`src/pcdp_pkg.sv`:
```
// Shared constants, types and reset values for the PWM capture duty/period block.
package pcdp_pkg;

  localparam int CHANNELS      = 4;
  localparam int NREGS         = 4;
  localparam int TIME_W        = 16;
  localparam int CHAN_W        = 2;
  localparam int DUTY_W        = 14;
  localparam int CFG_INDEX_W   = 8;
  localparam int CFG_DATA_W    = 16;
  localparam int PROD_W        = TIME_W + DUTY_W;
  localparam int DIV_CNT_W     = $clog2(DUTY_W);

  localparam logic [DUTY_W-1:0] DUTY_FULL = DUTY_W'(10000);

  localparam logic [TIME_W-1:0] NOMINAL_RESET [NREGS] = '{
    TIME_W'(20000), TIME_W'(20000), TIME_W'(40000), TIME_W'(25000)
  };

  typedef enum logic [2:0] {
    ST_IDLE,
    ST_EVAL,
    ST_MUL,
    ST_DIV,
    ST_DONE
  } state_t;

endpackage

```
`src/pcdp_intf.sv`:
```
// Handshake interfaces for edge requests, results and register writes.
interface pcdp_edge_if;
  logic                        valid;
  logic                        ready;
  logic [pcdp_pkg::TIME_W-1:0] edge_time;
  logic [pcdp_pkg::CHAN_W-1:0] channel;
  logic                        level;
  modport source (output valid, edge_time, channel, level, input ready);
  modport sink (input valid, edge_time, channel, level, output ready);
endinterface

interface pcdp_result_if;
  logic                        valid;
  logic                        ready;
  logic [pcdp_pkg::DUTY_W-1:0] duty;
  logic [pcdp_pkg::TIME_W-1:0] period;
  logic                        duty_updated;
  logic                        period_accepted;
  modport source (output valid, duty, period, duty_updated, period_accepted, input ready);
  modport sink (input valid, duty, period, duty_updated, period_accepted, output ready);
endinterface

interface pcdp_cfg_if;
  logic                             valid;
  logic                             ready;
  logic [pcdp_pkg::CFG_INDEX_W-1:0] index;
  logic [pcdp_pkg::CFG_DATA_W-1:0]  data;
  modport source (output valid, index, data, input ready);
  modport sink (input valid, index, data, output ready);
endinterface

```
`src/pwm_capture_duty_period_core.sv`:
```
// PWM input capture: per-channel period acceptance and serial duty computation.
//
// Usage:
//   edges   - one request per captured edge: edge_time, channel, level.
//   results - one result per edge: duty, period and the two update flags.
//   cfg     - register writes, index 0..3 selects nominal_period_N; other
//             indexes are dropped. Always ready; write only while idle.
// Processing:
//   A rising edge or a falling edge that does not update duty is evaluated,
//   then the result register is loaded. A falling edge that updates duty
//   runs one 16x14 multiply and then a shared restoring divide-step unit
//   that yields one quotient bit per cycle, 14 bits in all. The next request
//   is taken only in idle, after the result is loaded; one item is in flight
//   at a time.
// Reset (rst, synchronous): nominal periods and measured periods return to
//   their default values, edge times and duty clear, no result is pending.
// Stall: a finished result waits in the output register; the core holds in
//   its final state until the receiver takes the pending result, so no
//   result is ever overwritten or dropped.
module pwm_capture_duty_period_core #(
  parameter int CHANNELS = pcdp_pkg::CHANNELS
) (
  input  logic                  clk,
  input  logic                  rst,
  pcdp_edge_if.sink             edges,
  pcdp_result_if.source         results,
  pcdp_cfg_if.sink              cfg
);

  localparam int CH_W = (CHANNELS > 1) ? $clog2(CHANNELS) : 1;
  localparam int TW   = pcdp_pkg::TIME_W;
  localparam int DW   = pcdp_pkg::DUTY_W;
  localparam int PW   = pcdp_pkg::PROD_W;
  localparam int CW   = pcdp_pkg::DIV_CNT_W;

  // Configuration registers.
  logic [TW-1:0] nominal_period [pcdp_pkg::NREGS];

  // Per-channel measurement state.
  logic [TW-1:0] last_edge_time  [CHANNELS];
  logic [TW-1:0] last_rise_time  [CHANNELS];
  logic [TW-1:0] measured_period [CHANNELS];
  logic [DW-1:0] duty_value      [CHANNELS];

  pcdp_pkg::state_t state, state_next;

  // Latched request.
  logic [TW-1:0]                 t_r;
  logic [pcdp_pkg::CHAN_W-1:0]   ch_r;
  logic                          lvl_r;

  // Divide datapath.
  logic [TW-1:0] high_r;
  logic [TW-1:0] per_r;
  logic [TW-1:0] rem;
  logic [DW-1:0] low_bits;
  logic [DW-2:0] quot;
  logic [CW-1:0] cnt;

  logic dupd, pacc;

  // Output register.
  logic          out_valid;
  logic [DW-1:0] out_duty;
  logic [TW-1:0] out_period;
  logic          out_dupd;
  logic          out_pacc;

  logic          in_fire;
  logic          ch_ok;
  logic [CH_W-1:0] chi;
  logic [TW-1:0] ival, high;
  logic [TW:0]   nom_ext, win_hi, win_lo;
  logic          in_window;
  logic          div_needed;
  logic [PW-1:0] prod;
  logic [TW:0]   trial;
  logic [TW+1:0] diff;
  logic          ge;
  logic          out_free;

  assign edges.ready = (state == pcdp_pkg::ST_IDLE);
  assign in_fire     = edges.valid && edges.ready;
  assign cfg.ready   = 1'b1;

  assign ch_ok = (int'(ch_r) < CHANNELS);
  assign chi   = ch_r[CH_W-1:0];

  // Rising edge: acceptance window formed in 17 bits.
  assign ival      = t_r - last_rise_time[chi];
  assign nom_ext   = {1'b0, nominal_period[ch_r]};
  assign win_hi    = nom_ext + (nom_ext >> 2);
  assign win_lo    = nom_ext - (nom_ext >> 2);
  assign in_window = ({1'b0, ival} < win_hi) && ({1'b0, ival} > win_lo);

  // Falling edge: high time must lie below a nonzero period.
  assign high       = t_r - last_edge_time[chi];
  assign div_needed = (high < measured_period[chi]) && (measured_period[chi] != '0);

  assign prod = {{DW{1'b0}}, high_r} * {{TW{1'b0}}, pcdp_pkg::DUTY_FULL};

  // One restoring divide step: shift in the next dividend bit, try subtract.
  assign trial = {rem, low_bits[DW-1]};
  assign diff  = {1'b0, trial} - {2'b00, per_r};
  assign ge    = ~diff[TW+1];

  assign out_free = !out_valid || results.ready;

  always_ff @(posedge clk) begin
    if (rst) begin
      state <= pcdp_pkg::ST_IDLE;
    end else begin
      state <= state_next;
    end
  end

  always_comb begin
    state_next = state;
    unique case (state)
      pcdp_pkg::ST_IDLE: begin
        if (in_fire) state_next = pcdp_pkg::ST_EVAL;
      end
      pcdp_pkg::ST_EVAL: begin
        if (ch_ok && !lvl_r && div_needed) state_next = pcdp_pkg::ST_MUL;
        else state_next = pcdp_pkg::ST_DONE;
      end
      pcdp_pkg::ST_MUL: begin
        state_next = pcdp_pkg::ST_DIV;
      end
      pcdp_pkg::ST_DIV: begin
        if (cnt == '0) state_next = pcdp_pkg::ST_DONE;
      end
      pcdp_pkg::ST_DONE: begin
        if (out_free) state_next = pcdp_pkg::ST_IDLE;
      end
      default: state_next = pcdp_pkg::ST_IDLE;
    endcase
  end

  // Configuration writes; indexes beyond the register list are dropped.
  always_ff @(posedge clk) begin
    if (rst) begin
      for (int i = 0; i < pcdp_pkg::NREGS; i++) begin
        nominal_period[i] <= pcdp_pkg::NOMINAL_RESET[i];
      end
    end else if (cfg.valid && (int'(cfg.index) < pcdp_pkg::NREGS)) begin
      nominal_period[cfg.index[pcdp_pkg::CHAN_W-1:0]] <= cfg.data;
    end
  end

  // Channel state and flags.
  always_ff @(posedge clk) begin
    if (rst) begin
      for (int i = 0; i < CHANNELS; i++) begin
        last_edge_time[i]  <= '0;
        last_rise_time[i]  <= '0;
        measured_period[i] <= pcdp_pkg::NOMINAL_RESET[i];
        duty_value[i]      <= '0;
      end
      dupd <= 1'b0;
      pacc <= 1'b0;
    end else begin
      if (state == pcdp_pkg::ST_IDLE && in_fire) begin
        dupd <= 1'b0;
        pacc <= 1'b0;
      end
      if (state == pcdp_pkg::ST_EVAL && ch_ok) begin
        last_edge_time[chi] <= t_r;
        if (lvl_r) begin
          last_rise_time[chi] <= t_r;
          if (in_window) begin
            measured_period[chi] <= ival;
            pacc                 <= 1'b1;
          end
        end
      end
      if (state == pcdp_pkg::ST_DIV && cnt == '0) begin
        duty_value[chi] <= {quot, ge};
        dupd            <= 1'b1;
      end
    end
  end

  // Request latch and divide datapath: payload only, no reset needed.
  always_ff @(posedge clk) begin
    if (in_fire) begin
      t_r   <= edges.edge_time;
      ch_r  <= edges.channel;
      lvl_r <= edges.level;
    end
    if (state == pcdp_pkg::ST_EVAL) begin
      high_r <= high;
      per_r  <= measured_period[chi];
    end
    if (state == pcdp_pkg::ST_MUL) begin
      // high < period, so the upper dividend bits are already below period.
      rem      <= prod[PW-1:DW];
      low_bits <= prod[DW-1:0];
      quot     <= '0;
      cnt      <= CW'(DW - 1);
    end
    if (state == pcdp_pkg::ST_DIV) begin
      rem      <= ge ? diff[TW-1:0] : trial[TW-1:0];
      low_bits <= {low_bits[DW-2:0], 1'b0};
      quot     <= {quot[DW-3:0], ge};
      cnt      <= cnt - 1'b1;
    end
  end

  // Output register: load when the previous result has left.
  always_ff @(posedge clk) begin
    if (rst) begin
      out_valid <= 1'b0;
    end else if (state == pcdp_pkg::ST_DONE && out_free) begin
      out_valid <= 1'b1;
    end else if (results.ready) begin
      out_valid <= 1'b0;
    end
  end

  always_ff @(posedge clk) begin
    if (state == pcdp_pkg::ST_DONE && out_free) begin
      if (ch_ok) begin
        out_duty   <= duty_value[chi];
        out_period <= measured_period[chi];
        out_dupd   <= dupd;
        out_pacc   <= pacc;
      end else begin
        // Absent channel: report all zeros, touch nothing.
        out_duty   <= '0;
        out_period <= '0;
        out_dupd   <= 1'b0;
        out_pacc   <= 1'b0;
      end
    end
  end

  assign results.valid           = out_valid;
  assign results.duty            = out_duty;
  assign results.period          = out_period;
  assign results.duty_updated    = out_dupd;
  assign results.period_accepted = out_pacc;

endmodule

```
`src/flat_wrapper.sv`:
```
// flat-port wrapper written by rule: the top's interface ports become plain ports
module pwm_capture_duty_period_core_flat 
#(
  parameter int CHANNELS = pcdp_pkg::CHANNELS
)
  (clk, rst, edges_valid, edges_edge_time, edges_channel, edges_level, edges_ready, results_valid, results_duty, results_period, results_duty_updated, results_period_accepted, results_ready, cfg_valid, cfg_index, cfg_data, cfg_ready);
  pcdp_edge_if edges_i ();
  pcdp_result_if results_i ();
  pcdp_cfg_if cfg_i ();
  input  logic clk;
  input  logic rst;
  input wire logic [$bits(edges_i.valid)-1:0] edges_valid;
  input wire logic [$bits(edges_i.edge_time)-1:0] edges_edge_time;
  input wire logic [$bits(edges_i.channel)-1:0] edges_channel;
  input wire logic [$bits(edges_i.level)-1:0] edges_level;
  output wire logic [$bits(edges_i.ready)-1:0] edges_ready;
  output wire logic [$bits(results_i.valid)-1:0] results_valid;
  output wire logic [$bits(results_i.duty)-1:0] results_duty;
  output wire logic [$bits(results_i.period)-1:0] results_period;
  output wire logic [$bits(results_i.duty_updated)-1:0] results_duty_updated;
  output wire logic [$bits(results_i.period_accepted)-1:0] results_period_accepted;
  input wire logic [$bits(results_i.ready)-1:0] results_ready;
  input wire logic [$bits(cfg_i.valid)-1:0] cfg_valid;
  input wire logic [$bits(cfg_i.index)-1:0] cfg_index;
  input wire logic [$bits(cfg_i.data)-1:0] cfg_data;
  output wire logic [$bits(cfg_i.ready)-1:0] cfg_ready;
  assign edges_i.valid = edges_valid;
  assign edges_i.edge_time = edges_edge_time;
  assign edges_i.channel = edges_channel;
  assign edges_i.level = edges_level;
  assign edges_ready = edges_i.ready;
  assign results_valid = results_i.valid;
  assign results_duty = results_i.duty;
  assign results_period = results_i.period;
  assign results_duty_updated = results_i.duty_updated;
  assign results_period_accepted = results_i.period_accepted;
  assign results_i.ready = results_ready;
  assign cfg_i.valid = cfg_valid;
  assign cfg_i.index = cfg_index;
  assign cfg_i.data = cfg_data;
  assign cfg_ready = cfg_i.ready;
  pwm_capture_duty_period_core #(.CHANNELS(CHANNELS)) u_core (.clk(clk), .rst(rst), .edges(edges_i), .results(results_i), .cfg(cfg_i));
endmodule
```
`config.mk`:
```
export PLATFORM = sky130hd
export DESIGN_NAME = pwm_capture_duty_period_core_flat
export DESIGN_NICKNAME = d
export VERILOG_FILES = /design/src/pcdp_pkg.sv /design/src/pcdp_intf.sv /design/src/pwm_capture_duty_period_core.sv /design/src/flat_wrapper.sv
export SDC_FILE = /design/constraint.sdc
export NUM_CORES = 1
export LEC_CHECK = 0
export BUFFER_PORTS_ARGS = -buffer_cell sky130_fd_sc_hd__buf_2
export CELL_PAD_IN_SITES_DETAIL_PLACEMENT = 0
export CELL_PAD_IN_SITES_GLOBAL_PLACEMENT = 2
export CORE_ASPECT_RATIO = 1.75
export CORE_MARGIN = 10
export CORE_UTILIZATION = 49
export CTS_BUF_LIST = sky130_fd_sc_hd__clkbuf_4 sky130_fd_sc_hd__clkbuf_8
export DETAILED_ROUTE_END_ITERATION = 6
export HOLD_SLACK_MARGIN = 0.15
export PLACE_DENSITY_LB_ADDON = 0.1
export SLEW_MARGIN = 10
export SYNTH_ARGS = -nofsm -noshare
export SYNTH_HDL_FRONTEND = slang
export SYNTH_SLANG_ARGS = --single-unit
```
`constraint.sdc`:
```
create_clock -name clk -period 17.2 [get_ports clk]
set_input_delay 0.86 -clock clk [delete_from_list [all_inputs] [get_ports clk]]
set_output_delay 0.86 -clock clk [all_outputs]
set_load 0.05 [all_outputs]
```
# == Yosys cells after proc, flatten, opt, wreduce, memory -nomap -nowiden ==
# Memory sizes are Yosys's and may differ from the RTL's. A register that Yosys moved wholly into a read port is not among the register bits.
# Cells that the tools add are included.
# totals
reg_bits,118
output_inout_bits,35
memories,5
ram_bits,312
# mem_list
memory,depth,word_bits,read_ports,rd_clocked_by_memory_dff,write_ports,line_no,text
u_core.last_edge_time,4,16,1,1,4,pwm_capture_duty_period_core.sv:40,logic [TW-1:0] last_edge_time [CHANNELS];
u_core.last_rise_time,4,16,1,1,4,pwm_capture_duty_period_core.sv:41,logic [TW-1:0] last_rise_time [CHANNELS];
u_core.measured_period,4,16,1,1,4,pwm_capture_duty_period_core.sv:42,logic [TW-1:0] measured_period [CHANNELS];
u_core.nominal_period,4,16,1,1,4,pwm_capture_duty_period_core.sv:37,logic [TW-1:0] nominal_period [pcdp_pkg::NREGS];
u_core.duty_value,4,14,1,1,4,pwm_capture_duty_period_core.sv:43,logic [DW-1:0] duty_value [CHANNELS];
# op_classes
n_eq_ne,7
n_reduce_logical,23
magnitude_cmp,4
n_bitwise,1
n_mux,61
mul,1
addsub,6
# ops
op,n
$mux 16,7
$reduce_or 16->1,4
$mux 14,3
$mux 1,33
$sub 16x16->16,2
$mul 16x10->26 const B,1
$mux 13,2
$mux 2,9
$sub 17x16->18,1
$add 16x14->17,1
$gt 16x17->1,1
$lt 16x17->1,1
$sub 16x14->17,1
$lt 16x16->1,1
$reduce_bool 16->1,1
$pmux 3 s5,1
$reduce_or 14->1,1
$mux 3,4
$logic_and 1x1->1,8
$lt 8x3->1 const B,1
$mux 4,2
$eq 3x2->1 const B,2
$reduce_bool 2->1,3
$logic_not 4->1,1
10 further kinds,12

# == Logic depth before layout (Yosys ltp) ==
# Gate-level depths: netlist of run 1.
# logic_depth
depth_word,10
ltp_mapped,27

# == Least setup slack after synthesis of run 1 ==
# Ideal clock, no wire load.
# synth_path
kind,register to register
startpoint,reg (tool-made name)
endpoint,mem u_core.measured_period[0][0] (netlist bit) (enable)
arrival_time_ps,6137
slack_ps,10670
path_stages_with_launch,24
path_cell_list,dfxtp_1 > buf_2 > clkbuf_1 > buf_1 > mux4_2 > ha_1 > fa_1 > nand2b_1 > a21oi_1 > o21ai_0 > a31oi_1 > o21ai_0 > nand2_1 > a21oi_1 > xor2_1 > inv_1 > ha_1 > a21o_1 > a21oi_1 > nand2_1 > a2111o_1 > nand3_1 > o2111ai_1 > o21bai_1
# synth_rtl
item,line_no
"end, declared",pwm_capture_duty_period_core.sv:42

==> results_dict.tcl, run 1 <==
set metrics [dict create \
    tns_ns 0 \
    root_buffer "clkbuf_8" \
    antenna_left 0 \
    worstMarginPinSlew_ns 1.094 \
    die_area_um2 61830 \
    postCtsSetupRepairBufs 0 \
    endpoint_kind "flip-flop" \
    start_util_pct 49.46 \
    vias 16141 \
    rsz0062_at_grt "false" \
    postCtsResizedCells 0 \
    grt_util_met2_pct 39.67 \
    syn_avg_cell_area_um2 12.15 \
    synth_flop_cell "edfxtp_1" \
    core_area_um2 51470 \
    vias_per_cell 5.556 \
    die_h_um 321.5 \
    setup-violations-final 0 \
    rows 110 \
    hp-start "edges_edge_time[5]" \
    cts_tree "done" \
    grt.busiest_layer "met2" \
    htree_levels 3 \
    hold_violations 0 \
    async_flop_share_pct 0 \
    layoutNonFillerInstCount 2905 \
    postRouteWirelength_um 64130 \
    rr_worst_depth 21 \
    slew_violations 0 \
    cts_buffers 66 \
    ys_seq_elements 446 \
    antenna_found_initial 1 \
    worstSetupPathType "flip-flop to flip-flop" \
    r2r_end "u_core.measured_period[1][15]" \
    grt_max_degree 58 \
    fmax_ghz 0.1394 \
    die_w_um 192.3 \
    drive_gt1_share_pct 15.05 \
    grt_pass1_vias 17253 \
    grt_pass1_wl_um 98590 \
    skew_ns 0.03310 \
    post-route-drc-count 0 \
    crit_path_max_fanout 40 \
    syn_area_um2 25460 \
    placed_cells 2787 \
    maxCapViolCount 0 \
    critPathCapture "u_core.measured_period[1][15]" \
    syn_nets 2372 \
    gp_congestion 0.8732 \
    hold-worst-slack_ns 0.4123 \
    drt_pass1_iterations 5 \
    met1_usage_pct 22.36 \
    area_delta_synth_final_pct 9.480 \
    ys_seq_area_share_pct 52.29 \
    period_share_pct 41.72 \
    finalNetCount 2460 \
    cp-start-kind "flip-flop" \
    n_fill_cell 4547 \
    slew_headroom_pct 27.03 \
    cts.sinks 446 \
    holdCritPathClass "input pin to flip-flop" \
    required_ns 17.64 \
    postCtsHoldBufs 0 \
    syn_inst 2095 \
    portBuffers 81 \
    status "complete, no violations" \
    grt_usage_pct 21.04 \
    rrSetupSlack_ns 10.02 \
    arrival_ns 7.61 \
    hpwl_um 46720 \
    utilization_pct 54.15 \
    finalCriticalPeriod_ns 7.175 \
    clk_path_buf_depth 3 \
    yosysWarnings 0 \
    overflow 0 \
    synth-edff-count 438 \
    clock_latency_ns 0.64 \
    post_drt_wl_per_cell_um 22.08 \
    top_level_ports 83 \
    grt_use_met3_pct 2.514 \
    synth.distinct_cells 71 \
    drt_iter0_drc 859 \
    clk_pin_slew_worst_paths_ns 0.07 \
]
cells by family (layout without fill, tap and decap cells):
group,Yosys count,in the layout,share of synthesized area (%)
mux,97,97,7.667
xor+xnor,83,83,2.855
simple gates,639,639,12.73
other cells,1,2,0.01473
buf+inv,343,480,5.210
flops,446,446,52.29
compound gates,257,257,6.797
fa+ha+maj,229,229,12.43
flip-flops by register name, summed over array words and instances (netlist names), 2 cells and up, named ones only:
name and flops:
u_core.last_edge_time 64, u_core.t_r 16, u_core.per_r 16, u_core.cnt 4
u_core.quot 13, u_core.results.duty 14, u_core.last_rise_time 64, u_core.results.period 16
u_core.measured_period 64, u_core.state 3, u_core.nominal_period 64, u_core.rem 16
u_core.ch_r 2, u_core.duty_value 56, u_core.low_bits 10, u_core.high_r 16
metal layers:
metal / share of wire [%] / vias to the layer above
met4: 4.6 / 0
met2: 55 / 309
li1: - / 7702
met5: 0 / -
met3: 3.4 / 117
met1: 37 / 8013
cell usage after synthesis (7+ instances only):
cell type	instances	area share, %
or2_2	13	0.32
buf_1	13	0.19
edfxtp_1	438	52
nor3_2	7	0.28
dfxtp_1	8	0.63
mux4_2	78	6.9
nor3_1	48	0.94
xnor2_1	60	2.1
a21o_1	21	0.62
mux2i_1	15	0.59
and2_1	67	1.6
ha_1	189	9.3
buf_2	10	0.20
and3_1	93	2.3
nand2_1	119	1.8
clkbuf_1	57	0.84
or3_1	11	0.27
nand3_1	42	0.83
a211oi_1	9	0.27
nor2_1	160	2.4
a31oi_1	11	0.27
o21ai_0	42	0.83
nand2b_1	37	0.91
o21a_1	19	0.56
nor4_1	7	0.17
a21oi_1	73	1.4
inv_1	258	3.8
o2111ai_1	8	0.28
nor2b_1	16	0.39
xor2_1	23	0.79
fa_1	40	3.1
o21bai_1	14	0.41
final cells by class:
type                    instances  area [um2]  area share, %
diodes                          1       2.502       0.008978
repair buffers                105       585.6          2.101
inverters                     258       968.4          3.475
well taps                     672       840.8          3.017
clock buffers                  90        1114          3.995
flip-flops and latches        446       13320          47.78
clock inverters                27       140.1         0.5028
multi-input cells            1306       10900          39.12
worst min path at each step:
stage	endpoint	slack (ns)	cells past startpoint
after floorplan	u_core.results.duty_updated	0.41	0
after global placement	u_core.results.period_accepted	0.43	0
after detailed placement	u_core.results.period_accepted	0.43	0
after CTS	u_core.t_r[8]	0.37	1
after global routing	u_core.t_r[5]	0.38	1
final	u_core.t_r[5]	0.41	1
stage by stage:
stage	instance area [um2]	setup WS, ns
floorplan	25460	10.67
global placement	26620	10.05
detailed placement	26620	9.928
CTS	27870	9.883
global route	27870	9.372
finish	27870	10.02
cell usage in the layout (no fill, tap or decap), drive strengths merged, types with 5 or more instances in the layout:
cell type  netlist  layout
edfxtp         438     438
inv            258     261
ha             189     189
nor2           160     160
nand2          119     119
buf             28     105
and3            93      93
clkbuf          57      90
mux4            78      78
a21oi           73      73
and2            67      67
xnor2           60      60
nor3            55      55
o21ai           46      46
nand3           42      42
fa              40      40
nand2b          37      37
xor2            23      23
clkinv           0      23
a21o            21      21
o21a            19      19
nor2b           16      16
mux2i           15      15
o21bai          14      14
or2             13      13
or3             11      11
a31oi           11      11
a211oi          10      10
o2111ai          8       8
dfxtp            8       8
nor4             7       7
o211ai           6       6
a31o             6       6
a21boi           5       5
o31ai            5       5
nand4            5       5
worst max-delay path: stages (launching register included):
cell       delay [ns]
dfxtp_4          0.70
buf_4            0.74
mux4_2           0.59
ha_1             0.22
fa_1             0.40
nand2b_1         0.18
a21oi_1          0.16
o21ai_0          0.20
a31oi_1          0.32
o21ai_0          0.11
nand2_1          0.07
a21oi_1          0.07
xor2_1           0.38
inv_1            0.17
ha_1             0.34
a21o_1           0.16
a21oi_1          0.19
nand2_1          0.12
a2111o_1         0.42
a31oi_1          0.32
o2111ai_4        0.59
nor3_1           0.45
Power of run 1 is left out: the tool's default activity adds up to more than one toggle a clock period on the data nets, which glitch-free logic cannot reach.
==> run 2, diff against run 1 <==
--- a/config.mk
+++ b/config.mk
@@ -10,7 +10,7 @@
 export CELL_PAD_IN_SITES_GLOBAL_PLACEMENT = 2
 export CORE_ASPECT_RATIO = 1.75
 export CORE_MARGIN = 10
-export CORE_UTILIZATION = 49
+export CORE_UTILIZATION = 45
 export CTS_BUF_LIST = sky130_fd_sc_hd__clkbuf_4 sky130_fd_sc_hd__clkbuf_8
 export DETAILED_ROUTE_END_ITERATION = 6
 export HOLD_SLACK_MARGIN = 0.15
==> constraint.sdc (replaced) <==
create_clock -name clk -period 6.9 [get_ports clk]
set_input_delay 0.345 -clock clk [delete_from_list [all_inputs] [get_ports clk]]
set_output_delay 0.345 -clock clk [all_outputs]
set_load 0.05 [all_outputs]
==> run 2 against run 1 <==
Cell count increased by 2.9%. Design area increased by 2.3%. Hold slack got worse by 0.22 ns. Clock-buffer cell count increased by 1. First-iteration DRC count decreased by 7.9%. Sequential share of layout area decreased by 1.1 points. Core utilization decreased by 3.3 points. Critical endpoint is now u_core.measured_period[0][5]. Clock skew decreased by 0.0015 ns. Maximum frequency increased by 15%. Setup slack got worse by 9.4 ns.
==> results_dict.tcl, run 2 (synthesized netlist as in run 1, its figures left out) <==
set metrics [dict create \
    rrSetupSlack_ns 0.64 \
    die_h_um 334.7 \
    grt_pass1_vias 17548 \
    htree_levels 3 \
    finalCriticalPeriod_ns 6.259 \
    hold-worst-slack_ns 0.1911 \
    maxCapViolCount 0 \
    tns_ns 0 \
    hpwl_um 48640 \
    start_util_pct 45.37 \
    hold_violations 0 \
    cp-start-kind "flip-flop" \
    cts_tree "done" \
    rows 115 \
    cts.sinks 446 \
    finalNetCount 2510 \
    vias 16442 \
    cp_slowest_cell "dfxtp_4" \
    worstMarginPinSlew_ns 1.126 \
    vias_per_cell 5.501 \
    crit_path_max_fanout 27 \
    grt_pass1_wl_um 101100 \
    final_cell_mix "edfxtp_1 (438), inv_1 (258), ha_1 (189)" \
    holdCritPathClass "input pin to flip-flop" \
    die_area_um2 66860 \
    slew_headroom_pct 24.76 \
    crit_top_cell "a21oi_1" \
    grt_max_degree 58 \
    fmax_ghz 0.1598 \
    die_w_um 199.8 \
    required_ns 7.24 \
    gp_congestion 0.8804 \
    portBuffers 81 \
    n_fill_cell 5021 \
    core_area_um2 56120 \
    cp_top_family "compound AO/OA/AOI/OAI gates" \
    drt_iter0_drc 791 \
    post_drt_wl_per_cell_um 22.06 \
    cts_buffers 70 \
    area_delta_synth_final_pct 11.97 \
    mostFrequentLayoutCell "edfxtp_1" \
    post-route-drc-count 0 \
    status "complete, no violations" \
    worstSetupPathType "flip-flop to flip-flop" \
    setup-violations-final 0 \
    postRouteWirelength_um 65930 \
    drive_gt1_share_pct 15.53 \
    period_share_pct 90.70 \
    post-place-ws_ns 0.6200 \
    slew_violations 0 \
    clock_latency_ns 0.65 \
    postCtsSetupRepairBufs 0 \
    skew_ns 0.03158 \
    cpPeakStageDelay_ns 0.63 \
    arrival_ns 6.60 \
    antenna_left 0 \
    clk_pin_slew_worst_paths_ns 0.06 \
    clk_path_buf_depth 3 \
    rsz0062_at_grt "false" \
    antenna_found_initial 1 \
    endpoint_kind "flip-flop" \
    critPathBufInv 1 \
    top_level_ports 83 \
    root_buffer "clkbuf_8" \
    overflow 0 \
    drt_pass1_iterations 5 \
    fin_ws_ns 0.6414 \
    crit_chain "mux4_2 > ha_1 > fa_1 > nand2b_1 > a21oi_1 > o21ai_0 > a31oi_1 > o21ai_0 > nand2_1 > a21oi_1 > xor2_1 > inv_1 > ha_1 > a21o_1 > a21oi_1 > nand2_1 > a2111o_1 > a31oi_1 > o2111a_2 > nand3_1" \
    grt_usage_pct 20.11 \
]
## run 2: changes by cell type in the layout (fill, tap and decap cells not counted), moves of 2 or more
| cell | change |
|---|---|
| clkinv_4 | -2 |
| bufinv_16 | +3 |
| inv_6 | +2 |
| clkinv_2 | +4 |
| dlygate4sd3_1 | +37 |
| buf_4 | +9 |
| clkinv_1 | -2 |
## run 2: area by class of cell
class | instances | area, um2 | share of cell area, %
Timing Repair Buffer | 151 | 1023 | 3.590
Multi-Input combinational cell | 1306 | 10920 | 38.30
Tap cell | 702 | 878.3 | 3.081
Sequential cell | 446 | 13320 | 46.72
Clock inverter | 34 | 275.3 | 0.9656
Inverter | 258 | 968.4 | 3.397
Antenna cell | 1 | 2.502 | 0.008778
Clock buffer | 91 | 1121 | 3.933
## run 2: worst reg2reg max path: stages (launching register included)
cell and delay, ns:
dfxtp_4 0.63, mux4_2 0.57, ha_1 0.22, fa_1 0.41, nand2b_1 0.19, a21oi_1 0.17, o21ai_0 0.18, a31oi_1 0.42
o21ai_0 0.15, nand2_1 0.09, a21oi_1 0.07, xor2_1 0.45, inv_1 0.18, ha_1 0.35, a21o_1 0.16, a21oi_1 0.18
nand2_1 0.09, a2111o_1 0.41, a31oi_1 0.31, o2111a_2 0.60, nand3_1 0.14
## run 2: final timing paths
check / end / depth (start not counted) / from
setup / recovery: u_core.measured_period[0][5] / 20 / flip-flop
hold / removal: u_core.state[0] / 4 / edges_valid
setup reg to reg: u_core.measured_period[0][5] / 20 / flip-flop
hold reg to reg: u_core.results.duty_updated / 0 / u_core.dupd
## run 2: stage by stage
step	utilization (%)	cell area (um2)	cells
finish	50.80	28510	2989
global route	50.80	28510	2989
CTS	50.79	28500	2988
detailed placement	47.65	26740	2826
global placement	47.65	26740	2826
floorplan	-	25460	2095
## run 2: routing by layer
| layer | up-vias | share of wire (%) | track usage, % |
|---|---|---|---|
| met5 | - | 0 | 0 |
| met4 | 0 | 3.7 | 8.438 |
| met3 | 112 | 3.4 | 2.387 |
| met2 | 345 | 56 | 38.52 |
| met1 | 8182 | 37 | 21.42 |
| li1 | 7803 | - | - |
## run 2: what timing repair did
item,CTS,global route
hold endpoints to repair,85,0
resized for setup,0,0
setup endpoints to repair,0,0
hold buffers,37,0
Power of run 2 is left out for the same reason.
==> run 3, diff against run 2 <==
--- a/config.mk
+++ b/config.mk
@@ -10,12 +10,12 @@
 export CELL_PAD_IN_SITES_GLOBAL_PLACEMENT = 2
 export CORE_ASPECT_RATIO = 1.75
 export CORE_MARGIN = 10
-export CORE_UTILIZATION = 45
+export CORE_UTILIZATION = 49
 export CTS_BUF_LIST = sky130_fd_sc_hd__clkbuf_4 sky130_fd_sc_hd__clkbuf_8
 export DETAILED_ROUTE_END_ITERATION = 6
 export HOLD_SLACK_MARGIN = 0.15
 export PLACE_DENSITY_LB_ADDON = 0.1
-export SLEW_MARGIN = 10
+export SLEW_MARGIN = 20
 export SYNTH_ARGS = -nofsm -noshare
 export SYNTH_HDL_FRONTEND = slang
 export SYNTH_SLANG_ARGS = --single-unit
==> constraint.sdc (replaced) <==
create_clock -name clk -period 7.9 [get_ports clk]
set_input_delay 0.395 -clock clk [delete_from_list [all_inputs] [get_ports clk]]
set_output_delay 0.395 -clock clk [all_outputs]
set_load 0.05 [all_outputs]
==> run 3 against run 2 <==
Sequential share of layout area grew 0.22 points. Design area shrank 0.47%. Routed wire length shrank 1.6%. Cell count shrank 1.4%. Core utilization grew 4.3 points. Die area shrank 7.5%. Maximum frequency is essentially flat. Clock-buffer cell count shrank 6. Register-to-register slack gained 1.0 ns. Non-clock buffer count shrank 6. Setup slack gained 1.0 ns. First-iteration DRC count grew 8.5%. Critical endpoint is now u_core.measured_period[0][11].
==> results_dict.tcl, run 3 (synthesized netlist as in run 1, its figures left out) <==
set metrics [dict create \
    die_h_um 321.5 \
    drt_pass1_iterations 4 \
    drt_iter0_drc 858 \
    period_share_pct 79.28 \
    required_ns 8.24 \
    top_level_ports 83 \
    cts.sinks 446 \
    cp_num_cells 21 \
    worstSetupPathType "flip-flop to flip-flop" \
    worstMarginPinSlew_ns 1.205 \
    critPathBufInv 3 \
    rows 110 \
    placed_cells 2790 \
    overflow 0 \
    crit_chain "buf_4 > mux4_2 > inv_1 > ha_1 > a21oi_1 > nor2_1 > a21oi_1 > a31oi_1 > o21ai_0 > nand2_1 > a21oi_1 > xor2_1 > inv_1 > ha_1 > a21o_1 > a21oi_1 > nand2_1 > a2111o_1 > a31oi_1 > o2111a_2 > nand3_1" \
    cts_buffers 66 \
    crit_path_max_fanout 27 \
    core_area_um2 51470 \
    grt_max_degree 57 \
    r2r_end "u_core.measured_period[0][11]" \
    mostFrequentLayoutCell "edfxtp_1" \
    postCtsSetupRepairBufs 0 \
    finalNetCount 2500 \
    slew_headroom_pct 19.11 \
    grt_pass1_vias 17506 \
    postRouteWirelength_um 64890 \
    vias_per_cell 5.595 \
    finalCriticalPeriod_ns 6.263 \
    skew_ns 0.03299 \
    hpwl_um 47160 \
    rr_worst_depth 21 \
    clock_latency_ns 0.65 \
    hold_violations 0 \
    utilization_pct 55.12 \
    start_util_pct 49.46 \
    portBuffers 81 \
    antenna_left 0 \
    crit_top_cell "a21oi_1" \
    clk_path_buf_depth 3 \
    cp_top_family "compound AO/OA/AOI/OAI gates" \
    die_w_um 192.3 \
    drive_gt1_share_pct 15.13 \
    rrSetupSlack_ns 1.64 \
    tns_ns 0 \
    gp_congestion 0.8665 \
    area_delta_synth_final_pct 11.45 \
    final_cell_mix "edfxtp_1 (438), inv_1 (258), ha_1 (189)" \
    cts_tree "done" \
    cpPeakStageDelay_ns 0.65 \
    htree_levels 3 \
    vias 16483 \
    fmax_ghz 0.1597 \
    maxCapViolCount 0 \
    status "complete, no violations" \
    slew_violations 0 \
    post_drt_wl_per_cell_um 22.03 \
    holdCritPathClass "input pin to flip-flop" \
    grt_pass1_wl_um 100500 \
    cp_slowest_cell "dfxtp_4" \
    root_buffer "clkbuf_8" \
    clk_pin_slew_worst_paths_ns 0.07 \
    die_area_um2 61830 \
    antenna_found_initial 1 \
    cp-start-kind "flip-flop" \
    endpoint_kind "flip-flop" \
    arrival_ns 6.61 \
    rsz0062_at_grt "false" \
    post-route-drc-count 0 \
    setup-violations-final 0 \
    critPathCapture "u_core.measured_period[0][11]" \
    layoutNonFillerInstCount 2946 \
    grt_usage_pct 21.44 \
]
==> run 3: worst min path at each step <==
stage	start	to	slack [ns]	cells after the start
detailed placement	u_core.dupd	u_core.results.duty_updated	0.43	0
floorplan	u_core.dupd	u_core.results.duty_updated	0.41	0
global placement	u_core.dupd	u_core.results.duty_updated	0.44	0
finish	cfg_index[0]	u_core.nominal_period[0][5]	0.21	3
global route	cfg_index[0]	u_core.nominal_period[0][5]	0.19	3
CTS	cfg_index[0]	u_core.nominal_period[0][5]	0.17	3
==> run 3: per-stage QoR <==
step / hold WS (ns) / instance area [um2] / setup WS [ns]
finish: 0.2053 / 28370 / 1.637
global route: 0.1941 / 28370 / 1.104
CTS: 0.1687 / 28340 / 1.463
detailed placement: 0.4289 / 26650 / 1.494
global placement: 0.4355 / 26650 / 1.576
floorplan: 0.4093 / 25460 / 1.370
==> run 3: final cells by class <==
class | count | area, um2
Fill cell | 4526 | 23100
Sequential cell | 446 | 13320
Multi-Input combinational cell | 1306 | 10910
Clock buffer | 85 | 1064
Timing Repair Buffer | 145 | 996.0
Inverter | 258 | 968.4
Tap cell | 672 | 840.8
Clock inverter | 33 | 270.3
Antenna cell | 1 | 2.502
==> run 3: what timing repair did <==
| action | in CTS | in global routing |
|---|---|---|
| hold buffers | 36 | 0 |
| setup endpoints to repair | 0 | 0 |
| resized for setup | 0 | 0 |
| hold endpoints to repair | 85 | 0 |
==> run 3: worst register-to-register path: stages, from the launching register on <==
cell,delay [ns]
dfxtp_4,0.65
buf_4,0.34
mux4_2,0.52
inv_1,0.07
ha_1,0.25
a21oi_1,0.23
nor2_1,0.07
a21oi_1,0.31
a31oi_1,0.27
o21ai_0,0.22
nand2_1,0.07
a21oi_1,0.17
xor2_1,0.38
inv_1,0.18
ha_1,0.34
a21o_1,0.16
a21oi_1,0.18
nand2_1,0.10
a2111o_1,0.41
a31oi_1,0.31
o2111a_2,0.60
nand3_1,0.16
==> run 3: metal layers <==
layer  up-vias  share of wire [%]  GRT usage [%]
li1       7767                  -              -
met1      8230                 36          22.58
met2       358                 56          40.69
met3       128                3.6          3.110
met4         0                4.4          9.506
met5         -                  0              0
Power of run 3 is left out for the same reason.
